File: config.mk
export PLATFORM = sky130hd
export DESIGN_NAME = csmc_ctrl
export DESIGN_NICKNAME = d
export VERILOG_FILES = /design/src/csmc_pkg.sv /design/src/csmc_ctrl.sv
export SDC_FILE = /design/constraint.sdc
export NUM_CORES = 1
export LEC_CHECK = 0
export ABC_AREA = 1
export BUFFER_PORTS_ARGS = -buffer_cell sky130_fd_sc_hd__buf_2
export CAP_MARGIN = 10
export CELL_PAD_IN_SITES_DETAIL_PLACEMENT = 1
export CELL_PAD_IN_SITES_GLOBAL_PLACEMENT = 2
export CORE_MARGIN = 2
export CORE_UTILIZATION = 32
export CTS_BUF_LIST = sky130_fd_sc_hd__clkbuf_8
export DETAILED_ROUTE_END_ITERATION = 8
export GPL_ROUTABILITY_DRIVEN = 0
export GPL_TIMING_DRIVEN = 0
export PLACE_DENSITY = 0.93
export SYNTH_ARGS = -nofsm -noshare
export SYNTH_HDL_FRONTEND = slang
export SYNTH_SLANG_ARGS = --single-unit
export TNS_END_PERCENT = 30
File: constraint.sdc
create_clock -name clk -period 4.05 [get_ports clk]
set_input_delay 0.81 -clock clk [delete_from_list [all_inputs] [get_ports clk]]
set_output_delay 0.81 -clock clk [all_outputs]
set_load 0.01 [all_outputs]
File: src/csmc_pkg.sv
// Shared types and constants for the circular stone merge cost block.
// Used by csmc_ctrl, csmc_dp and the top module; depends on nothing else.
`timescale 1ns / 1ps
package csmc_pkg;

  localparam int IN_WEIGHT_W = 16;
  localparam int COST_OUT_W  = 28;

  typedef struct packed {
    logic [IN_WEIGHT_W-1:0] pile_weight;
    logic                   last_pile;
  } in_t;

  typedef struct packed {
    logic [COST_OUT_W-1:0] least_cost;
    logic [COST_OUT_W-1:0] greatest_cost;
    logic                  overflow;
  } out_t;

  typedef enum logic [3:0] {
    ST_LOAD,
    ST_INIT_RD,
    ST_INIT_WR,
    ST_SUM_RD,
    ST_SUM_WR,
    ST_K_RD,
    ST_K_ACC,
    ST_CELL_WR,
    ST_FIN_RD,
    ST_FIN_ACC,
    ST_OUT
  } state_t;

  // Commands from the sequencer to the datapath.
  typedef struct packed {
    logic load_we;
    logic init_wr;
    logic sum_wr;
    logic k_acc;
    logic k_first;
    logic cell_wr;
    logic fin_acc;
    logic fin_first;
  } cmd_t;

endpackage

File: src/csmc_ctrl.sv
// Sequencer for the ring interval computation: loop counters, addresses, commands.
// Depends on csmc_pkg.
`timescale 1ns / 1ps
module csmc_ctrl import csmc_pkg::*; #(
  parameter int MAX_PILES = 64,
  parameter int IB = 6,
  parameter int CB = 7
) (
  input  logic          clk,
  input  logic          rst_n,
  input  logic          in_valid,
  input  logic          in_last,
  output logic          in_stall,
  input  logic          out_free,
  output logic          out_load,
  output logic          ovf,
  output cmd_t          cmd,
  output logic [IB-1:0] pile_waddr,
  output logic [IB-1:0] pile_raddr,
  output logic [IB-1:0] rs_addr,
  output logic [2*IB-1:0] tab_wa,
  output logic [2*IB-1:0] tab_ra,
  output logic [2*IB-1:0] tab_rb
);

  state_t state_r, state_nxt;
  logic [IB-1:0] s_r, s_nxt, len_r, len_nxt, k_r, k_nxt;
  logic [CB-1:0] n_r, n_nxt, cnt_r, cnt_nxt;
  logic ovf_r, ovf_nxt;

  logic [IB-1:0] nm1, len_m1, rest;
  logic [IB:0]   n_ext, sum_sl, sum_t, mod_sl, mod_t;
  logic          has_room;

  assign nm1      = IB'(n_r - 1'b1);
  assign len_m1   = len_r - 1'b1;
  assign rest     = len_r - k_r - 1'b1;
  assign n_ext    = (IB+1)'(n_r);
  assign sum_sl   = {1'b0, s_r} + {1'b0, len_r};
  assign sum_t    = {1'b0, s_r} + {1'b0, k_r} + 1'b1;
  assign mod_sl   = (sum_sl >= n_ext) ? sum_sl - n_ext : sum_sl;
  assign mod_t    = (sum_t >= n_ext) ? sum_t - n_ext : sum_t;
  assign has_room = cnt_r < CB'(MAX_PILES);

  assign ovf        = ovf_r;
  assign pile_waddr = cnt_r[IB-1:0];

  always_ff @(posedge clk) begin
    if (!rst_n) begin
      state_r <= ST_LOAD;
      cnt_r   <= '0;
      ovf_r   <= 1'b0;
    end else begin
      state_r <= state_nxt;
      cnt_r   <= cnt_nxt;
      ovf_r   <= ovf_nxt;
    end
    s_r   <= s_nxt;
    len_r <= len_nxt;
    k_r   <= k_nxt;
    n_r   <= n_nxt;
  end

  always_comb begin
    state_nxt  = state_r;
    s_nxt      = s_r;
    len_nxt    = len_r;
    k_nxt      = k_r;
    n_nxt      = n_r;
    cnt_nxt    = cnt_r;
    ovf_nxt    = ovf_r;
    cmd        = '0;
    in_stall   = 1'b1;
    out_load   = 1'b0;
    pile_raddr = s_r;
    rs_addr    = s_r;
    tab_wa     = {s_r, len_r};
    tab_ra     = {s_r, k_r};
    tab_rb     = {mod_t[IB-1:0], rest};
    unique case (state_r)
      ST_LOAD: begin
        in_stall = 1'b0;
        if (in_valid) begin
          if (has_room) begin
            cmd.load_we = 1'b1;
            cnt_nxt     = cnt_r + 1'b1;
          end else begin
            ovf_nxt = 1'b1;
          end
          if (in_last) begin
            n_nxt     = has_room ? cnt_r + 1'b1 : cnt_r;
            s_nxt     = '0;
            state_nxt = ST_INIT_RD;
          end
        end
      end
      ST_INIT_RD: state_nxt = ST_INIT_WR;
      ST_INIT_WR: begin
        cmd.init_wr = 1'b1;
        tab_wa      = {s_r, {IB{1'b0}}};
        if (s_r == nm1) begin
          s_nxt = '0;
          if (nm1 == '0) begin
            len_nxt   = '0;
            state_nxt = ST_FIN_RD;
          end else begin
            len_nxt   = IB'(1);
            state_nxt = ST_SUM_RD;
          end
        end else begin
          s_nxt     = s_r + 1'b1;
          state_nxt = ST_INIT_RD;
        end
      end
      ST_SUM_RD: begin
        pile_raddr = mod_sl[IB-1:0];
        k_nxt      = '0;
        state_nxt  = ST_SUM_WR;
      end
      ST_SUM_WR: begin
        cmd.sum_wr = 1'b1;
        state_nxt  = ST_K_RD;
      end
      ST_K_RD: state_nxt = ST_K_ACC;
      ST_K_ACC: begin
        cmd.k_acc   = 1'b1;
        cmd.k_first = (k_r == '0);
        if (k_r == len_m1) begin
          state_nxt = ST_CELL_WR;
        end else begin
          k_nxt     = k_r + 1'b1;
          state_nxt = ST_K_RD;
        end
      end
      ST_CELL_WR: begin
        cmd.cell_wr = 1'b1;
        if (s_r == nm1) begin
          s_nxt = '0;
          if (len_r == nm1) begin
            state_nxt = ST_FIN_RD;
          end else begin
            len_nxt   = len_r + 1'b1;
            state_nxt = ST_SUM_RD;
          end
        end else begin
          s_nxt     = s_r + 1'b1;
          state_nxt = ST_SUM_RD;
        end
      end
      ST_FIN_RD: begin
        tab_ra    = {s_r, nm1};
        state_nxt = ST_FIN_ACC;
      end
      ST_FIN_ACC: begin
        cmd.fin_acc   = 1'b1;
        cmd.fin_first = (s_r == '0);
        if (s_r == nm1) begin
          state_nxt = ST_OUT;
        end else begin
          s_nxt     = s_r + 1'b1;
          state_nxt = ST_FIN_RD;
        end
      end
      ST_OUT: begin
        if (out_free) begin
          out_load  = 1'b1;
          cnt_nxt   = '0;
          ovf_nxt   = 1'b0;
          state_nxt = ST_LOAD;
        end
      end
      default: state_nxt = ST_LOAD;
    endcase
  end

endmodule

==> qor.yml <==
cp-end-kind: "primary output"
powerDensity_nw_per_um2: 314.5
ios: 70
drt_first_pass_iters: 4
multi_input_area_um2: 2721
hold_path_depth: 2
start_util: 0.3307
dp_hpwl_um: 10290
grt_pass1_wl_um: 21310
num_rows: 40
synth.avg_cell_area_um2: 6.933
fin_setup_tns_ns: -0.9997
crit_type: "flip-flop to primary output"
worstRegToRegCells: 11
cts-root-buf: "clkbuf_8"
stdcell_area_um2: 5135
netlist_instances: 580
timing.fmax_mhz: 236.4
p_total_mw: 1.615
cts_tree: "yes"
dp_cells: 817
antenna_found_initial: 0
drv_slew: 0
drc: 0
maxCapViolCount: 0
seq_area_um2: 991.0
worst_slew_pin_slew_ns: 0.9500
grt_overflow_total: 0
viasPerCell: 4.907
routedWlPerCell_um: 16.37
cts_buffers: 5
rsz0062_at_grt: "yes"
run_status: "complete, but fails checks"
vias: 4210
whs_ns: 0.4708
hold_violations: 0
synth_cell_type_count: 36
grt_pass1_vias: 4203
path_max_fanout: 5
area_delta_synth_final_pct: 27.69
syn-cell-area_um2: 4021
final.setup_skew_ns: 0.004961
die_x_um: 116.1
syn_nets: 630
fin_ws_ns: -0.1795
worstPathRequired_ns: 3.24
final-setup-viol-count: 10
pre_cts_slack_ns: -0.3442
clkTransAtPathRegs_ns: 0.08
startpoint_type: "flip-flop"
clk_latency_ns: 0.30
stdcell_count: 858
ys_warn_count: 0
design.die.area_um2: 13480
cts.path.max_buffers: 2
cts_max_level: 2
fin_crit_ns: 4.230
violations: "negative setup slack"
final_cell_mix: "nand2_1 (113), inv_1 (82), nor2_1 (70), buf_2 (70), buf_4 (48)"
holdCritPathClass: "flip-flop to flip-flop"
cts_sinks: 37
dpl_cell_area_um2: 4577
ys_ff_latch: 37
ant_nets: 0
leakage_nw: 2.509
finalCritPeriodShare: 1.044
drive_gt1_frac: 0.2681
die_h_um: 116.1
core_area_um2: 12160
fill_cells: 1569
grt_max_degree: 13
fin_util: 0.4222
grtUsageTotal: 0.2030
mostFrequentLayoutCell: "nand2_1"
max-vdd-ir-drop_mv: 0.2316
diodes: 0
relSlewSlack: 0.3629
critPathArrivalTime_ns: 3.42
wirelength_um: 14040
drtIter0Drc: 162
io_buffers: 69
final_net_count: 739
synth_seq_area_share: 0.2464
==> kinds of logic (layout without fill, tap and decap cells) <==
group / count (synthesis) / after routing / synth area share
AND/OR/NAND/NOR: 261 / 261 / 0.2859
AO/OA/AOI/OAI: 91 / 91 / 0.1226
buffers and inverters: 114 / 224 / 0.1257
flip-flops: 37 / 37 / 0.2464
adder cells (fa/ha/maj): 45 / 45 / 0.1493
XOR/XNOR: 31 / 31 / 0.06752
multiplexers: 1 / 1 / 0.002489
==> per-layer routing <==
metal  vias to the layer above  share of wire  wire, µm  track usage
met5                         -              0         0            0
met4                         0          0.024       342      0.05000
met3                        28          0.038       529      0.02698
met2                        86           0.52      7270       0.3774
met1                      2004           0.42      5902       0.2476
li1                       2092              -         -            -
==> final timing paths <==
kind	slack, ns	from	endpoint
setup / recovery	-0.18	rs_addr[0]	pile_raddr[2]
setup reg to reg	1.01	n_ext[0]	len_r[4]
hold / removal	0.47	ovf	ovf
hold reg to reg	0.47	ovf	ovf
==> critical path: stages (launching register included) <==
cell and delay, ns:
edfxtp_1 0.44, buf_6 0.16, ha_4 0.16, fa_2 0.41, nand3_2 0.09, and2_4 0.14
buf_4 0.11, xor2_1 0.15, inv_1 0.10, ha_4 0.29, inv_2 0.04, o21ai_1 0.19
nand2_1 0.14, o2111ai_4 0.11, buf_6 0.16, nand2_1 0.06, nand2_1 0.09, o22ai_1 0.08
buf_2 0.18
==> layout make-up <==
cell class | instances | area share
multi-input cells | 429 | 0.5300
clock inverters | 2 | 0.002680
inverters | 93 | 0.06798
plain buffers | 21 | 0.03168
clock buffers | 6 | 0.01608
flip-flops and latches | 37 | 0.1930
well taps | 168 | 0.04094
repair buffers | 102 | 0.1177
==> cell usage after synthesis <==
master,instances,area [µm²]
dfxtp_1,12,240.2
o2111ai_1,1,8.760
a31oi_1,2,12.51
ha_1,40,500.5
edfxtp_1,25,750.7
nor2_2,5,31.28
inv_1,90,337.8
nand3b_2,1,11.26
xor2_1,16,140.1
nor2_4,3,33.78
a221oi_1,1,8.760
xnor2_1,15,131.4
nand2_1,114,427.9
nand3b_1,1,7.510
nor4_1,2,12.51
mux2i_1,1,10.01
nand3_4,1,17.52
buf_6,1,11.26
nor3_1,5,25.02
o22ai_1,2,12.51
buf_4,18,135.1
o21ai_0,44,220.2
a211oi_1,3,22.52
nand2_2,5,31.28
fa_1,5,100.1
buf_2,2,10.01
a21oi_1,32,160.2
nand4_1,10,62.56
and2_1,2,12.51
o21ai_2,2,17.52
o21bai_1,3,22.52
a21o_1,1,7.510
nor2_1,71,266.5
nor3b_1,2,15.01
inv_2,3,11.26
nand3_1,39,195.2
==> sequential cells by signal (all words and copies together), names as in the netlist <==
signal	flops
cnt_r	7
k_r	6
len_r	6
n_ext	7
ovf	1
rs_addr	6
state_r	4
==> repair_timing <==
action | 4_1_cts | 5_1_grt
gates cloned | 1 | 0
hold endpoints to repair | 0 | 0
endpoints found under the setup margin | 12 | 12
pin swaps | 5 | 19
setup buffers | 17 | 15
resized for setup | 26 | 32
hold buffers | 0 | 0
==> where the power goes <==
group          leakage, nW  total [mW]  internal [mW]  switching [mW]
Combinational         2.14       0.853          0.368           0.484
Sequential           0.318       0.477          0.435          0.0422
Clock               0.0512       0.285          0.138           0.147
Total                 2.51        1.61          0.941           0.673
No activity file was read; power rests on OpenSTA's default activity.
